==> src/rtl/core/lcdseq_pkg.sv <==
package lcdseq_pkg;

    localparam int TIMER_BITS  = 20;
    localparam int CFG_W       = 20;
    localparam int QUEUE_DEPTH = 2;
    localparam int INIT_COUNT  = 5;

    // request kinds on the input channel
    localparam logic [2:0] KIND_TICK   = 3'd0;
    localparam logic [2:0] KIND_CMD    = 3'd1;
    localparam logic [2:0] KIND_DATA   = 3'd2;
    localparam logic [2:0] KIND_CURSOR = 3'd3;
    localparam logic [2:0] KIND_INIT   = 3'd4;

    // configuration register indexes
    localparam logic [1:0] REG_PULSE  = 2'd0;
    localparam logic [1:0] REG_GAP    = 2'd1;
    localparam logic [1:0] REG_SETTLE = 2'd2;
    localparam logic [1:0] REG_POWER  = 2'd3;

    localparam logic [CFG_W-1:0] PULSE_RST  = CFG_W'(1000);
    localparam logic [CFG_W-1:0] GAP_RST    = CFG_W'(200000);
    localparam logic [CFG_W-1:0] SETTLE_RST = CFG_W'(2000);
    localparam logic [CFG_W-1:0] POWER_RST  = CFG_W'(20000);

    localparam logic [7:0] CMD_SET_DDRAM = 8'h80;
    localparam logic [7:0] ROW1_BASE     = 8'h40;

    typedef enum logic [2:0] {
        PH_IDLE,
        PH_POWER,
        PH_HI,
        PH_GAP,
        PH_LO,
        PH_SETTLE,
        PH_FINAL
    } phase_t;

    typedef enum logic [1:0] {
        REQ_NONE,
        REQ_BYTE,
        REQ_INIT
    } req_t;

    typedef struct packed {
        req_t       req;
        logic [7:0] byte_val;
        logic       sel;
    } item_t;

    function automatic logic [7:0] init_byte(input logic [2:0] idx);
        logic [7:0] b;
        case (idx)
            3'd0:    b = 8'h02;
            3'd1:    b = 8'h28;
            3'd2:    b = 8'h0C;
            3'd3:    b = 8'h06;
            3'd4:    b = 8'h01;
            default: b = 8'h00;
        endcase
        return b;
    endfunction

    // register value masked to the timer, zero stretched to one tick
    function automatic logic [TIMER_BITS-1:0] duration(input logic [CFG_W-1:0] v);
        logic [TIMER_BITS+CFG_W-1:0] ext;
        logic [TIMER_BITS-1:0]       d;
        ext = {{TIMER_BITS{1'b0}}, v};
        d   = ext[TIMER_BITS-1:0];
        if (d == '0) begin
            d = TIMER_BITS'(1);
        end
        return d;
    endfunction

endpackage

==> src/rtl/core/lcdseq_front.sv <==
module lcdseq_front
    import lcdseq_pkg::*;
(
    input  logic        aclk,
    input  logic        aresetn,
    input  logic        s_valid,
    output logic        s_ready,
    input  logic [2:0]  s_kind,
    input  logic [7:0]  s_byte_value,
    input  logic [5:0]  s_column,
    input  logic [1:0]  s_row,
    output logic        push,
    output item_t       push_item,
    input  logic        q_ready
);

    logic  front_valid_reg, front_valid_next;
    item_t item_reg, item_next;
    logic  load;
    logic [7:0] addr;

    assign s_ready = !front_valid_reg || q_ready;
    assign load    = s_valid && s_ready;
    assign push    = front_valid_reg && q_ready;
    assign push_item = item_reg;

    assign addr = ((s_row == 2'd1) ? ROW1_BASE : 8'h00) + {2'b00, s_column};

    always_comb begin
        item_next.req      = REQ_NONE;
        item_next.byte_val = s_byte_value;
        item_next.sel      = 1'b0;
        unique case (s_kind)
            KIND_CMD: begin
                item_next.req = REQ_BYTE;
            end
            KIND_DATA: begin
                item_next.req = REQ_BYTE;
                item_next.sel = 1'b1;
            end
            KIND_CURSOR: begin
                item_next.req      = REQ_BYTE;
                item_next.byte_val = CMD_SET_DDRAM | addr;
            end
            KIND_INIT: begin
                item_next.req = REQ_INIT;
            end
            default: begin
                item_next.req = REQ_NONE;
            end
        endcase
    end

    always_comb begin
        front_valid_next = front_valid_reg;
        if (load) begin
            front_valid_next = 1'b1;
        end else if (push) begin
            front_valid_next = 1'b0;
        end
    end

    always_ff @(posedge aclk) begin
        if (!aresetn) begin
            front_valid_reg <= 1'b0;
        end else begin
            front_valid_reg <= front_valid_next;
        end
    end

    always_ff @(posedge aclk) begin
        if (load) begin
            item_reg <= item_next;
        end
    end

endmodule

==> src/rtl/core/lcdseq_queue.sv <==
module lcdseq_queue
    import lcdseq_pkg::*;
(
    input  logic  aclk,
    input  logic  aresetn,
    input  logic  push,
    input  item_t push_item,
    output logic  q_ready,
    input  logic  pop,
    output item_t pop_item,
    output logic  q_valid
);

    localparam int PTR_W = (QUEUE_DEPTH > 1) ? $clog2(QUEUE_DEPTH) : 1;
    localparam int CNT_W = $clog2(QUEUE_DEPTH + 1);

    item_t            entry_reg [QUEUE_DEPTH];
    logic [PTR_W-1:0] wr_ptr_reg, wr_ptr_next;
    logic [PTR_W-1:0] rd_ptr_reg, rd_ptr_next;
    logic [CNT_W-1:0] count_reg, count_next;

    assign q_ready  = (count_reg != CNT_W'(QUEUE_DEPTH));
    assign q_valid  = (count_reg != '0);
    assign pop_item = entry_reg[rd_ptr_reg];

    always_comb begin
        wr_ptr_next = wr_ptr_reg;
        rd_ptr_next = rd_ptr_reg;
        count_next  = count_reg;
        if (push) begin
            wr_ptr_next = (wr_ptr_reg == PTR_W'(QUEUE_DEPTH - 1)) ? '0 : wr_ptr_reg + 1'b1;
        end
        if (pop) begin
            rd_ptr_next = (rd_ptr_reg == PTR_W'(QUEUE_DEPTH - 1)) ? '0 : rd_ptr_reg + 1'b1;
        end
        if (push && !pop) begin
            count_next = count_reg + 1'b1;
        end else if (pop && !push) begin
            count_next = count_reg - 1'b1;
        end
    end

    always_ff @(posedge aclk) begin
        if (!aresetn) begin
            wr_ptr_reg <= '0;
            rd_ptr_reg <= '0;
            count_reg  <= '0;
        end else begin
            wr_ptr_reg <= wr_ptr_next;
            rd_ptr_reg <= rd_ptr_next;
            count_reg  <= count_next;
        end
    end

    always_ff @(posedge aclk) begin
        if (push) begin
            entry_reg[wr_ptr_reg] <= push_item;
        end
    end

endmodule

==> src/rtl/core/lcdseq_back.sv <==
module lcdseq_back
    import lcdseq_pkg::*;
(
    input  logic             aclk,
    input  logic             aresetn,
    input  logic             cfg_wr_en,
    input  logic [1:0]       cfg_index,
    input  logic [CFG_W-1:0] cfg_wr_data,
    input  logic             q_valid,
    input  item_t            pop_item,
    output logic             pop,
    output logic             m_valid,
    input  logic             m_ready,
    output logic [3:0]       m_data_nibble,
    output logic             m_reg_select,
    output logic             m_enable_line,
    output logic             m_busy_res,
    output logic             m_accepted
);

    logic [CFG_W-1:0] pulse_reg, gap_reg, settle_reg, power_reg;

    phase_t                phase_reg, phase_next;
    logic [TIMER_BITS-1:0] wait_reg, wait_next, wait_dec;
    logic [7:0]            byte_reg, byte_next;
    logic                  sel_reg, sel_next;
    logic [2:0]            step_reg, step_next;
    logic [3:0]            nibble_reg, nibble_next;
    logic                  acc_next;

    logic       out_valid_reg, out_valid_next;
    logic [3:0] res_nibble_reg, res_nibble;
    logic       res_sel_reg, res_sel;
    logic       res_en_reg, res_en;
    logic       res_busy_reg, res_busy;
    logic       res_acc_reg;

    assign pop = q_valid && (!out_valid_reg || m_ready);

    always_ff @(posedge aclk) begin
        if (!aresetn) begin
            pulse_reg  <= PULSE_RST;
            gap_reg    <= GAP_RST;
            settle_reg <= SETTLE_RST;
            power_reg  <= POWER_RST;
        end else if (cfg_wr_en) begin
            unique case (cfg_index)
                REG_PULSE:  pulse_reg  <= cfg_wr_data;
                REG_GAP:    gap_reg    <= cfg_wr_data;
                REG_SETTLE: settle_reg <= cfg_wr_data;
                REG_POWER:  power_reg  <= cfg_wr_data;
                default:    pulse_reg  <= pulse_reg;
            endcase
        end
    end

    assign wait_dec = (wait_reg != '0) ? wait_reg - 1'b1 : wait_reg;

    // next state: one beat moves the sequencer by one tick
    always_comb begin
        phase_next  = phase_reg;
        wait_next   = wait_reg;
        byte_next   = byte_reg;
        sel_next    = sel_reg;
        step_next   = step_reg;
        nibble_next = nibble_reg;
        acc_next    = 1'b0;
        if (pop) begin
            if (phase_reg == PH_IDLE) begin
                unique case (pop_item.req)
                    REQ_BYTE: begin
                        byte_next   = pop_item.byte_val;
                        sel_next    = pop_item.sel;
                        nibble_next = pop_item.byte_val[7:4];
                        phase_next  = PH_HI;
                        wait_next   = duration(pulse_reg);
                        acc_next    = 1'b1;
                    end
                    REQ_INIT: begin
                        step_next  = 3'd0;
                        phase_next = PH_POWER;
                        wait_next  = duration(power_reg);
                        acc_next   = 1'b1;
                    end
                    default: begin
                        acc_next = 1'b0;
                    end
                endcase
            end else begin
                wait_next = wait_dec;
                if (wait_dec == '0) begin
                    unique case (phase_reg)
                        PH_POWER: begin
                            step_next   = 3'd1;
                            byte_next   = init_byte(3'd0);
                            sel_next    = 1'b0;
                            nibble_next = 4'(init_byte(3'd0) >> 4);
                            phase_next  = PH_HI;
                            wait_next   = duration(pulse_reg);
                        end
                        PH_HI: begin
                            phase_next = PH_GAP;
                            wait_next  = duration(gap_reg);
                        end
                        PH_GAP: begin
                            nibble_next = byte_reg[3:0];
                            phase_next  = PH_LO;
                            wait_next   = duration(pulse_reg);
                        end
                        PH_LO: begin
                            phase_next = PH_SETTLE;
                            wait_next  = duration(settle_reg);
                        end
                        PH_SETTLE: begin
                            if (step_reg >= 3'd1 && step_reg < 3'(INIT_COUNT)) begin
                                byte_next   = init_byte(step_reg);
                                sel_next    = 1'b0;
                                nibble_next = 4'(init_byte(step_reg) >> 4);
                                phase_next  = PH_HI;
                                wait_next   = duration(pulse_reg);
                                step_next   = step_reg + 1'b1;
                            end else if (step_reg == 3'(INIT_COUNT)) begin
                                step_next  = 3'd0;
                                phase_next = PH_FINAL;
                                wait_next  = duration(settle_reg);
                            end else begin
                                step_next  = 3'd0;
                                phase_next = PH_IDLE;
                            end
                        end
                        default: begin
                            phase_next = PH_IDLE;
                            wait_next  = '0;
                        end
                    endcase
                end
            end
        end
    end

    // result fields follow the state after this tick
    always_comb begin
        res_nibble = nibble_next;
        res_sel    = sel_next;
        res_en     = (phase_next == PH_HI) || (phase_next == PH_LO);
        res_busy   = (phase_next != PH_IDLE);
    end

    always_comb begin
        out_valid_next = out_valid_reg;
        if (pop) begin
            out_valid_next = 1'b1;
        end else if (m_ready) begin
            out_valid_next = 1'b0;
        end
    end

    always_ff @(posedge aclk) begin
        if (!aresetn) begin
            phase_reg     <= PH_IDLE;
            wait_reg      <= '0;
            byte_reg      <= '0;
            sel_reg       <= 1'b0;
            step_reg      <= '0;
            nibble_reg    <= '0;
            out_valid_reg <= 1'b0;
        end else begin
            phase_reg     <= phase_next;
            wait_reg      <= wait_next;
            byte_reg      <= byte_next;
            sel_reg       <= sel_next;
            step_reg      <= step_next;
            nibble_reg    <= nibble_next;
            out_valid_reg <= out_valid_next;
        end
    end

    always_ff @(posedge aclk) begin
        if (pop) begin
            res_nibble_reg <= res_nibble;
            res_sel_reg    <= res_sel;
            res_en_reg     <= res_en;
            res_busy_reg   <= res_busy;
            res_acc_reg    <= acc_next;
        end
    end

    assign m_valid       = out_valid_reg;
    assign m_data_nibble = res_nibble_reg;
    assign m_reg_select  = res_sel_reg;
    assign m_enable_line = res_en_reg;
    assign m_busy_res    = res_busy_reg;
    assign m_accepted    = res_acc_reg;

endmodule

==> src/rtl/core/char_lcd_nibble_write_sequencer.sv <==
// An accepted beat passes the decode register, the two-entry queue and the
// sequencer with its output register before its result beat appears.
// Throughput: one beat per cycle while m_ready does not stall; the sequencer
// advances one tick per beat. Reset (aresetn low, synchronous): sequencer
// idle, queue and output empty, timing registers back to their defaults.
module char_lcd_nibble_write_sequencer
    import lcdseq_pkg::*;
(
    input  logic             aclk,
    input  logic             aresetn,
    input  logic             cfg_wr_en,
    input  logic [1:0]       cfg_index,
    input  logic [CFG_W-1:0] cfg_wr_data,
    input  logic             s_valid,
    output logic             s_ready,
    input  logic [2:0]       s_kind,
    input  logic [7:0]       s_byte_value,
    input  logic [5:0]       s_column,
    input  logic [1:0]       s_row,
    output logic             m_valid,
    input  logic             m_ready,
    output logic [3:0]       m_data_nibble,
    output logic             m_reg_select,
    output logic             m_enable_line,
    output logic             m_busy_res,
    output logic             m_accepted
);

    logic  push, q_ready, pop, q_valid;
    item_t push_item, pop_item;

    lcdseq_front u_front (
        .aclk         (aclk),
        .aresetn      (aresetn),
        .s_valid      (s_valid),
        .s_ready      (s_ready),
        .s_kind       (s_kind),
        .s_byte_value (s_byte_value),
        .s_column     (s_column),
        .s_row        (s_row),
        .push         (push),
        .push_item    (push_item),
        .q_ready      (q_ready)
    );

    lcdseq_queue u_queue (
        .aclk      (aclk),
        .aresetn   (aresetn),
        .push      (push),
        .push_item (push_item),
        .q_ready   (q_ready),
        .pop       (pop),
        .pop_item  (pop_item),
        .q_valid   (q_valid)
    );

    lcdseq_back u_back (
        .aclk          (aclk),
        .aresetn       (aresetn),
        .cfg_wr_en     (cfg_wr_en),
        .cfg_index     (cfg_index),
        .cfg_wr_data   (cfg_wr_data),
        .q_valid       (q_valid),
        .pop_item      (pop_item),
        .pop           (pop),
        .m_valid       (m_valid),
        .m_ready       (m_ready),
        .m_data_nibble (m_data_nibble),
        .m_reg_select  (m_reg_select),
        .m_enable_line (m_enable_line),
        .m_busy_res    (m_busy_res),
        .m_accepted    (m_accepted)
    );

endmodule

==> config.mk <==
export PLATFORM = sky130hd
export DESIGN_NAME = char_lcd_nibble_write_sequencer
export DESIGN_NICKNAME = d
export VERILOG_FILES = /design/src/rtl/core/lcdseq_pkg.sv /design/src/rtl/core/lcdseq_front.sv /design/src/rtl/core/lcdseq_queue.sv /design/src/rtl/core/lcdseq_back.sv /design/src/rtl/core/char_lcd_nibble_write_sequencer.sv
export SDC_FILE = /design/constraint.sdc
export NUM_CORES = 1
export LEC_CHECK = 0
export BUFFER_PORTS_ARGS = -buffer_cell sky130_fd_sc_hd__clkbuf_2
export CELL_PAD_IN_SITES_DETAIL_PLACEMENT = 1
export CELL_PAD_IN_SITES_GLOBAL_PLACEMENT = 1
export CORE_MARGIN = 2
export CORE_UTILIZATION = 46
export CTS_CLUSTER_SIZE = 16
export DETAILED_ROUTE_END_ITERATION = 8
export PLACE_DENSITY = 0.76
export SLEW_MARGIN = 0
export SYNTH_ARGS = -nofsm -noshare
export SYNTH_HDL_FRONTEND = slang
export SYNTH_SLANG_ARGS = --single-unit
==> constraint.sdc <==
create_clock -name aclk -period 4.4 [get_ports aclk]
set_input_delay 0.22 -clock aclk [delete_from_list [all_inputs] [get_ports aclk]]
set_output_delay 0.22 -clock aclk [all_outputs]
set_load 0.01 [all_outputs]
==> flow_summary.json, run 1 <==
{
  "timing.rr.start": "u_back.wait_reg[0]$_SDFFE_PN0P_",
  "die_y_um": 137,
  "cts_tree": "built",
  "fill_cells": 2095,
  "finalSetupTns_ns": 0,
  "place.gp.congestion": 0.856,
  "synth_flop_cell": "dfxtp_1",
  "vias_per_cell": 6.20,
  "tightestPinTransition_ns": 1.09,
  "hold_buffers": 0,
  "async_flop_share_pct": 0,
  "r2r_cells": 11,
  "wl_per_cell_um": 21.8,
  "rr_endpoint": "u_back.step_reg[1]$_SDFFE_PN0P_",
  "core_um2": 17300,
  "grt_pass1_vias": 7231,
  "drv_cap": 0,
  "synth_seq_cells": 163,
  "cts_resized": 0,
  "insertedDiodeCount": 0,
  "synth_area_leaders": "dfxtp_1 (30%), edfxtp_1 (15%), nand2_1 (9.0%), a21oi_1 (5.9%), mux2i_1 (4.1%)",
  "nets": 1025,
  "ios": 56,
  "setup_viol": 0,
  "cts.sinks": 163,
  "grt_pass1_wl_um": 41400,
  "port_buffers": 55,
  "syn2layout_area_growth_pct": 12.9,
  "antenna_found_initial": 0,
  "crit_path_end_kind": "flip-flop",
  "cts_made_buffers": 17,
  "synth_edf_count": 41,
  "synth_top_cell_by_area": "dfxtp_1",
  "vias": 7485,
  "design_area_um2": 9180,
  "cp_data_arrival_time_ns": 4.30,
  "post_cts_buffers": 0,
  "start_util_pct": 47.0,
  "seq_area_frac_synth_pct": 45.2,
  "drtIter0Drc": 732,
  "vdd_ir_drop_max_mv": 0.377,
  "path_clk_slew_ns": 0.07,
  "power.density_nw_per_um2": 646,
  "min-delay-start": "s_valid",
  "grt_max_degree": 68,
  "fin_skew_ns": 0.0136,
  "fin_crit_ns": 3.95,
  "synth_warnings": 0,
  "clock_latency_ns": 0.44,
  "yosysUniqueCellTypes": 76,
  "drc_errors": 0,
  "h-tree-depth": 4,
  "min_path_cells": 3,
  "crit_slowest_cell": "or4b_1",
  "clock_path_buffers": 2,
  "cp_slowest_stage_delay_ns": 0.60,
  "largest_register_ffs": 22,
  "holdPathEnd": "u_front.front_valid_reg$_SDFFE_PN0P_",
  "slew_headroom_pct": 26.8,
  "status": "finished, final reports clean",
  "cts_root_buf": "clkbuf_16",
  "hold_violations": 0,
  "placedInstanceArea_um2": 8530,
  "rows": 48,
  "worstPathRequired_ns": 4.76,
  "syn_avg_cell_area_um2": 8.57,
  "dp_hpwl_um": 18200,
  "final_cell_mix": "nand2_1 (194), dfxtp_1 (122), a21oi_1 (95)",
  "drt-total-wl_um": 26300,
  "synth_top_area_share_pct": 30.0,
  "ant_nets": 0,
  "drive_gt1_share_pct": 13.5,
  "p_leak_nw": 3.43,
  "critical_path_class": "flip-flop to flip-flop",
  "rrSetupSlack_ns": 0.45,
  "synthCells": 949,
  "netlist_area_um2": 8140,
  "post-route-period-util_pct": 89.7,
  "critPathMaxFanout": 11,
  "grtUsageTotal_pct": 29.1,
  "synthesis.nets": 1004,
  "grt_overflow": 0,
  "drt-pass1-iter-count": 6,
  "slew_violations": 0,
  "path_cells": "inv_1, ha_1, or4b_1, nor4_1, mux2i_1, nand3_1, a2111o_1, nor2_2, a22oi_1, nor3_2, mux2i_1",
  "start_kind": "flip-flop",
  "grt_setup_unrepaired": "no",
  "die_w_um": 137,
  "fmax_mhz": 253,
  "final_common_cell": "nand2_1",
  "hold_class": "primary input to flip-flop",
  "dieArea_um2": 18800,
  "cpMostUsedCell": "mux2i_1"
}
-- how the worst max path moves through the flow --
| stage | startpoint | to | cells after the start |
|---|---|---|---|
| 2_1_floorplan | u_back.wait_reg[0]$_SDFFE_PN0P_ | u_back.m_enable_line$_DFFE_PP_ | 12 |
| 3_3_place_gp | u_back.wait_reg[0]$_SDFFE_PN0P_ | u_back.step_reg[1]$_SDFFE_PN0P_ | 11 |
| 3_5_place_dp | u_back.wait_reg[0]$_SDFFE_PN0P_ | u_back.step_reg[1]$_SDFFE_PN0P_ | 11 |
| 4_1_cts | u_back.wait_reg[0]$_SDFFE_PN0P_ | u_back.step_reg[1]$_SDFFE_PN0P_ | 11 |
| 5_1_grt | u_back.wait_reg[0]$_SDFFE_PN0P_ | u_back.step_reg[0]$_SDFFE_PN0P_ | 11 |
| 6_report | u_back.wait_reg[0]$_SDFFE_PN0P_ | u_back.step_reg[1]$_SDFFE_PN0P_ | 11 |
-- cells in the mapped netlist, types with 3 or more instances --
cell type / count
a21oi_1: 96
ha_1: 9
xor2_1: 5
and2_1: 12
clkbuf_1: 54
edfxtp_1: 41
nor4_1: 27
nand2b_1: 8
or2_2: 3
o31ai_1: 3
o211ai_1: 3
and3_1: 3
a221o_1: 4
or4_1: 6
nand3b_1: 5
mux2_2: 8
a21boi_0: 11
inv_1: 16
nor2_1: 52
dfxtp_1: 122
xnor2_1: 9
a41oi_1: 3
a21o_1: 4
a211oi_1: 4
or4_4: 4
o22ai_1: 5
nand4_1: 5
a222oi_1: 17
nor2b_1: 14
nand2_1: 194
nand3_1: 31
nor3_1: 12
buf_1: 3
mux2i_1: 33
or3_1: 10
o21ai_0: 46
a221oi_1: 6
a31oi_1: 10
-- cell type report --
cell class	instances	area, um^2	area share [%]
clock buffer	18	439	4.78
clock inverter	14	214	2.33
inverter	18	67.6	0.736
multi-input combinational	705	4160	45.3
sequential	163	3670	40.0
tap	225	282	3.07
timing repair buffer	65	350	3.81
-- critical path: cells and delay by family (launching register included) --
family                     cells  cell delay [ns]
and+or+nand+nor                5             2.02
DFF                            1             0.37
adders and majority gates      1             0.19
AOI/OAI and AO/OA              2             0.64
buffers and inverters          1             0.10
muxes                          2             0.54
-- logic make-up after synthesis --
kind of cell / after synthesis / share of synthesized area (%)
buffers and inverters: 81 / 4.04
DFF: 163 / 45.2
xor gates and xnor gates: 14 / 1.51
and+or+nand+nor: 400 / 23.4
AOI/OAI and AO/OA: 240 / 19.1
adders and majority gates: 9 / 1.38
muxes: 42 / 5.44
-- per-layer routing --
layer	share of wire, %	vias to the layer above	track usage (%)
met5	0	-	0
met4	1.3	0	6.99
met3	7.2	30	4.41
met2	43	278	42.3
met1	48	3696	44.8
li1	-	3481	-
-- power by group --
part / switching (mW) / total [mW] / internal, mW
combinational: 1.43 / 2.29 / 0.863
sequential: 0.227 / 1.99 / 1.76
clock: 0.667 / 1.65 / 0.984
total: 2.33 / 5.93 / 3.61
-- metrics by stage --
stage / instances / util [%] / hold WS [ns] / power, mW / setup slack, ns
finish: 1208 / 53.1 / 0.0178 / 5.93 / 0.455
global route: 1208 / 53.1 / 0.0384 / 6.25 / 0.115
CTS: 1208 / 53.1 / 0.0108 / 5.92 / 0.474
detailed placement: 1176 / 49.3 / 0.435 / 4.26 / 0.501
global placement: 1176 / 49.3 / 0.424 / 4.22 / 0.638
floorplan: 949 / - / 0.344 / 3.63 / 0.920
Note: power is estimated with default switching activity, not from simulation.
==> inputs of run 2 (changes only) <==
--- a/config.mk
+++ b/config.mk
@@ -5,15 +5,17 @@
 export SDC_FILE = /design/constraint.sdc
 export NUM_CORES = 1
 export LEC_CHECK = 0
+export ABC_AREA = 1
 export BUFFER_PORTS_ARGS = -buffer_cell sky130_fd_sc_hd__clkbuf_2
 export CELL_PAD_IN_SITES_DETAIL_PLACEMENT = 1
 export CELL_PAD_IN_SITES_GLOBAL_PLACEMENT = 1
 export CORE_MARGIN = 2
-export CORE_UTILIZATION = 46
+export CORE_UTILIZATION = 30
 export CTS_CLUSTER_SIZE = 16
 export DETAILED_ROUTE_END_ITERATION = 8
-export PLACE_DENSITY = 0.76
+export PLACE_DENSITY = 0.54
 export SLEW_MARGIN = 0
 export SYNTH_ARGS = -nofsm -noshare
 export SYNTH_HDL_FRONTEND = slang
 export SYNTH_SLANG_ARGS = --single-unit
+export TNS_END_PERCENT = 20
==> run 2 against run 1 <==
Effect of this change:
- cell count grew 31%
- first-iteration DRC count decreased by 34%
- design area rose by 6.5%
- setup slack gained 0.68 ns
- global-route usage decreased by 8.1 points
- critical path depth rose by 2
==> flow_summary.json, run 2 <==
{
  "status": "finished, final reports clean",
  "start_util_pct": 30.7,
  "start_kind": "flip-flop",
  "final_cell_mix": "nand2_1 (238), inv_1 (138), dfxtp_1 (122)",
  "cts_root_buf": "clkbuf_16",
  "hold_violations": 0,
  "rrSetupSlack_ns": 1.14,
  "hold_class": "primary input to flip-flop",
  "netlist_area_um2": 8570,
  "instances_no_fill": 1588,
  "r2r_cells": 13,
  "p_leak_nw": 4.05,
  "insertedDiodeCount": 0,
  "clock_path_buffers": 2,
  "seq_area_frac_synth_pct": 42.9,
  "grt_max_degree": 67,
  "finalSetupTns_ns": 0,
  "grtUsageTotal_pct": 21.0,
  "setup_viol": 0,
  "cp_data_arrival_time_ns": 3.45,
  "slew_violations": 0,
  "fmax_mhz": 306,
  "synthesis.nets": 1211,
  "fin_skew_ns": 0.00915,
  "post-route-period-util_pct": 74.2,
  "synth_area_leaders": "dfxtp_1 (28%), edfxtp_1 (14%), nand2_1 (10%), o21ai_0 (7.1%), inv_1 (6.0%)",
  "synth_warnings": 0,
  "drc_errors": 0,
  "yosysUniqueCellTypes": 47,
  "cts_resized": 0,
  "ios": 56,
  "slew_headroom_pct": 29.5,
  "synth_top_area_share_pct": 28.5,
  "h-tree-depth": 4,
  "syn_avg_cell_area_um2": 7.41,
  "rows": 61,
  "synth_common_cells": "nand2_1 (238), inv_1 (138), dfxtp_1 (122), o21ai_0 (121), nor2_1 (95)",
  "place.gp.congestion": 0.841,
  "vdd_ir_drop_max_mv": 0.244,
  "hold_buffers": 0,
  "crit_start": "u_back.wait_reg[0]$_SDFFE_PN0P_",
  "cts_tree": "built",
  "post_cts_buffers": 0,
  "grt_setup_unrepaired": "no",
  "synth_top_cell_by_area": "dfxtp_1",
  "final_common_cell": "nand2_1",
  "dp_hpwl_um": 23600,
  "clock_latency_ns": 0.44,
  "synth_seq_cells": 163,
  "vias_per_cell": 5.07,
  "cts_made_buffers": 17,
  "critPathMaxFanout": 26,
  "dp.cells": 1556,
  "grt_pass1_vias": 7905,
  "dieArea_um2": 29900,
  "synthCells": 1156,
  "grt_pass1_wl_um": 48600,
  "rr_endpoint": "u_back.m_reg_select$_DFFE_PP_",
  "crit_path_end_kind": "flip-flop",
  "worstSetupEndpoint": "u_back.m_reg_select$_DFFE_PP_",
  "design_area_um2": 9780,
  "drive_gt1_share_pct": 12.9,
  "cts.sinks": 163,
  "port_buffers": 55,
  "die_w_um": 173,
  "drv_cap": 0,
  "fin_crit_ns": 3.26,
  "ant_nets": 0,
  "die_y_um": 173,
  "path_clk_slew_ns": 0.07,
  "placedInstanceArea_um2": 9220,
  "synth_flop_cell": "dfxtp_1",
  "power.density_nw_per_um2": 742,
  "largest_register_ffs": 22,
  "worstPathRequired_ns": 4.59,
  "drt-total-wl_um": 31000,
  "core_um2": 27900,
  "tightestPinTransition_ns": 1.05,
  "p_total_mw": 7.26,
  "nets": 1252,
  "vias": 8059,
  "syn2layout_area_growth_pct": 14.1,
  "timing.rr.start": "u_back.wait_reg[0]$_SDFFE_PN0P_",
  "fill_cells": 3514,
  "wl_per_cell_um": 19.5,
  "async_flop_share_pct": 0,
  "drt-pass1-iter-count": 6,
  "grt_overflow": 0,
  "critical_path_class": "flip-flop to flip-flop",
  "synth_edf_count": 41,
  "yosysMostFrequentCell": "nand2_1",
  "antenna_found_initial": 0,
  "drtIter0Drc": 483
}
## run 2: cells by family (layout without fill, tap and decap cells)
kind of cell	Yosys count	count (layout)	synth area share, %
simple gates	462	462	24.0
compound gates	320	320	22.1
xor+xnor	6	6	0.613
fa+ha+maj	9	9	1.31
buf+inv	196	250	9.08
flops	163	163	42.9
## run 2: metal layers
metal / GRT usage, % / part of all wire, % / wire length (um)
met5: 0 / 0 / 0
met4: 4.13 / 0.61 / 189
met3: 3.06 / 4.2 / 1310
met2: 29.3 / 40 / 12400
met1: 33.5 / 55 / 17100
## run 2: how the worst min path moves through the flow
stage | cells past startpoint | startpoint | to | slack (ns)
4_1_cts | 2 | s_byte_value[7] | u_front.push_item[8]$_SDFFCE_PP1P_ | 0.02
2_1_floorplan | 2 | cfg_wr_data[10] | u_back.gap_reg[10]$_SDFFE_PN1P_ | 0.35
6_report | 2 | s_byte_value[7] | u_front.push_item[8]$_SDFFCE_PP1P_ | 0.04
3_5_place_dp | 0 | u_front.push_item[1]$_DFFE_PP_ | u_queue.entry_reg[1][1]$_DFFE_PP_ | 0.44
5_1_grt | 2 | s_byte_value[7] | u_front.push_item[8]$_SDFFCE_PP1P_ | 0.04
3_3_place_gp | 0 | u_front.push_item[6]$_DFFE_PP_ | u_queue.entry_reg[1][6]$_DFFE_PP_ | 0.42
## run 2: worst max-delay path, cell delays in order (launching register included)
cell and delay [ns]:
dfxtp_1 0.32, inv_1 0.17, ha_1 0.25, nand2_2 0.14, nor2_8 0.19, nand3_4 0.28
o21ai_2 0.33, nand3_1 0.12, nor2_2 0.19, nand3_2 0.26, nand2_2 0.37, nand2_2 0.19
nand2_1 0.12, nand2_1 0.05
## run 2: power by group
group / internal, mW / switching [mW] / total (mW) / leakage [nW]
Clock: 0.808 / 0.652 / 1.46 / 0.266
Sequential: 1.84 / 0.242 / 2.08 / 1.39
Combinational: 1.05 / 2.67 / 3.72 / 2.40
Total: 3.70 / 3.56 / 7.26 / 4.05
## run 2: final cells by class
type                       count  area, um^2  area share [%]
multi-input combinational    797        4120            42.2
sequential                   163        3670            37.6
inverter                     147         552            5.64
tap                          378         473            4.84
clock buffer                  20         457            4.67
timing repair buffer          71         395            4.04
clock inverter                12         104            1.06
## run 2: stage by stage
stage | hold WS (ns) | setup WS (ns) | util (%)
2_1_floorplan | 0.346 | 2.05 | -
3_5_place_dp | 0.435 | 1.14 | 33.0
5_1_grt | 0.0404 | 0.799 | 35.0
3_3_place_gp | 0.424 | 1.26 | 33.0
4_1_cts | 0.0238 | 1.12 | 35.0
6_report | 0.0403 | 1.14 | 35.0
==> inputs of run 3 (changes only) <==
==> constraint.sdc (replaced) <==
create_clock -name aclk -period 3.3 [get_ports aclk]
set_input_delay 0.165 -clock aclk [delete_from_list [all_inputs] [get_ports aclk]]
set_output_delay 0.165 -clock aclk [all_outputs]
set_load 0.01 [all_outputs]
==> run 3 against run 2 <==
Effect of this change:
- flip-flop and latch count unchanged
- combinational power increased by 40%
- cell count grew 2.0%
- design area up 3.3%
- largest power group unchanged
==> flow_summary.json, run 3 (synthesized netlist as in run 2, its figures left out) <==
{
  "crit_buf_inv": 1,
  "cp_data_arrival_time_ns": 3.29,
  "path_clk_slew_ns": 0.08,
  "drt-total-wl_um": 31500,
  "core_um2": 27900,
  "dieArea_um2": 29900,
  "vias_per_cell": 5.06,
  "fin_crit_ns": 2.94,
  "ant_nets": 0,
  "cts_root_buf": "clkbuf_16",
  "crit_path_end_kind": "flip-flop",
  "grt_pass1_vias": 8134,
  "syn2layout_area_growth_pct": 17.8,
  "drive_gt1_share_pct": 14.7,
  "p_leak_nw": 4.22,
  "p_total_mw": 10.0,
  "worstPathRequired_ns": 3.65,
  "ios": 56,
  "grt_pass1_wl_um": 49300,
  "grt_setup_unrepaired": "no",
  "min_path_cells": 3,
  "cp_top_family": "simple AND/OR/NAND/NOR gates",
  "path_cells": "inv_1, ha_1, nand2_2, nor2_8, nand3_2, nand2_2, nand2_1, nor3_2, nand2_1, nor2_2, nand2_2, nor2_8, o21ai_0, a21oi_1",
  "drv_cap": 0,
  "nets": 1283,
  "die_y_um": 173,
  "critPathMaxFanout": 16,
  "slew_violations": 0,
  "port_buffers": 55,
  "die_w_um": 173,
  "final_cell_mix": "nand2_1 (236), inv_1 (138), dfxtp_1 (122)",
  "insertedDiodeCount": 0,
  "place.gp.congestion": 0.808,
  "crit_slowest_cell": "dfxtp_1",
  "cts_tree": "built",
  "setup_viol": 0,
  "hold_class": "primary input to flip-flop",
  "post-route-period-util_pct": 89.0,
  "cts.sinks": 163,
  "vias": 8188,
  "fin_skew_ns": 0.0145,
  "drc_errors": 0,
  "tightestPinTransition_ns": 0.983,
  "clock_latency_ns": 0.44,
  "start_kind": "flip-flop",
  "seqCellArea_um2": 3670,
  "h-tree-depth": 4,
  "finalSetupTns_ns": 0,
  "grt_overflow": 0,
  "vdd_ir_drop_max_mv": 0.328,
  "multi_input_area_um2": 4140,
  "wl_per_cell_um": 19.4,
  "grtUsageTotal_pct": 21.3,
  "hold_violations": 0,
  "final_common_cell": "nand2_1",
  "largest_register_ffs": 22,
  "power.density_nw_per_um2": 993,
  "status": "finished, final reports clean",
  "critical_path_class": "flip-flop to flip-flop",
  "fmax_mhz": 341,
  "start_util_pct": 30.7,
  "rows": 61,
  "cpMostUsedCell": "nand2_2",
  "slew_headroom_pct": 34.2,
  "cts_made_buffers": 17,
  "cp_slowest_stage_delay_ns": 0.34,
  "fill_cells": 3501,
  "clock_path_buffers": 2,
  "cp_num_cells": 14,
  "dp_hpwl_um": 23800,
  "antenna_found_initial": 0,
  "drt-pass1-iter-count": 5,
  "r2r_cells": 14,
  "grt_max_degree": 64,
  "drtIter0Drc": 585
}
run 3: cell count changes in the layout (fill, tap and decap cells not counted), sizes merged, moves of 2 or more:
cell         before  now
clkbuf           75   72
dlygate4sd3       0   11
inv             145  148
buf              16   35
clkinv           10   12
run 3: repair_timing:
action,CTS,global route
hold buffers,11,0
setup buffers,0,0
resized for setup,0,3
hold endpoints to repair,8,0
endpoints found under the setup margin,0,8
run 3: worst paths after layout:
kind / startpoint / to / slack (ns)
worst min-delay path: cfg_wr_data[9] / u_back.power_reg[9]$_SDFFE_PN1P_ / 0.01
worst max-delay path: u_back.wait_reg[0]$_SDFFE_PN0P_ / u_back.wait_reg[4]$_SDFFE_PN0P_ / 0.36
worst min register to register: u_front.push_item[10]$_DFFE_PP_ / u_queue.entry_reg[0][10]$_DFFE_PP_ / 0.44
worst max register to register: u_back.wait_reg[0]$_SDFFE_PN0P_ / u_back.wait_reg[4]$_SDFFE_PN0P_ / 0.36
run 3: area by class of cell:
class | count | area share, %
Tap cell | 378 | 4.68
Multi-Input combinational cell | 798 | 41.0
Sequential cell | 163 | 36.4
Clock inverter | 15 | 1.82
Inverter | 147 | 5.46
Clock buffer | 17 | 4.21
Timing Repair Buffer | 101 | 6.42
run 3: layer usage:
| layer | GRT usage, % | wire length [um] | up-vias |
|---|---|---|---|
| li1 | - | - | 4077 |
| met1 | 33.4 | 17100 | 3918 |
| met2 | 30.1 | 12600 | 173 |
| met3 | 3.36 | 1330 | 20 |
| met4 | 4.73 | 435 | 0 |
| met5 | 0 | 0 | - |
run 3: power breakdown:
group	total (mW)	internal (mW)	leakage, nW	switching [mW]
logic	5.21	1.56	2.54	3.65
registers	2.76	2.45	1.39	0.313
clock network	2.06	1.03	0.290	1.03
run 3: through the flow:
step | setup slack [ns] | instance area (um^2) | cells | hold slack (ns) | util, %
after floorplan | 0.948 | 8570 | 1156 | 0.291 | -
after global placement | 0.249 | 9360 | 1575 | 0.427 | 33.5
after CTS | 0.194 | 10100 | 1618 | 0.000975 | 36.1
after global routing | 0.103 | 10100 | 1619 | 0.00546 | 36.2
after detailed placement | 0.183 | 9360 | 1575 | 0.433 | 33.5
final | 0.364 | 10100 | 1619 | 0.0108 | 36.2
run 3: tightest hold or removal path, stage by stage:
cell,delay (ns)
clkbuf_2,0.12
a21oi_1,0.07
o21ai_0,0.06
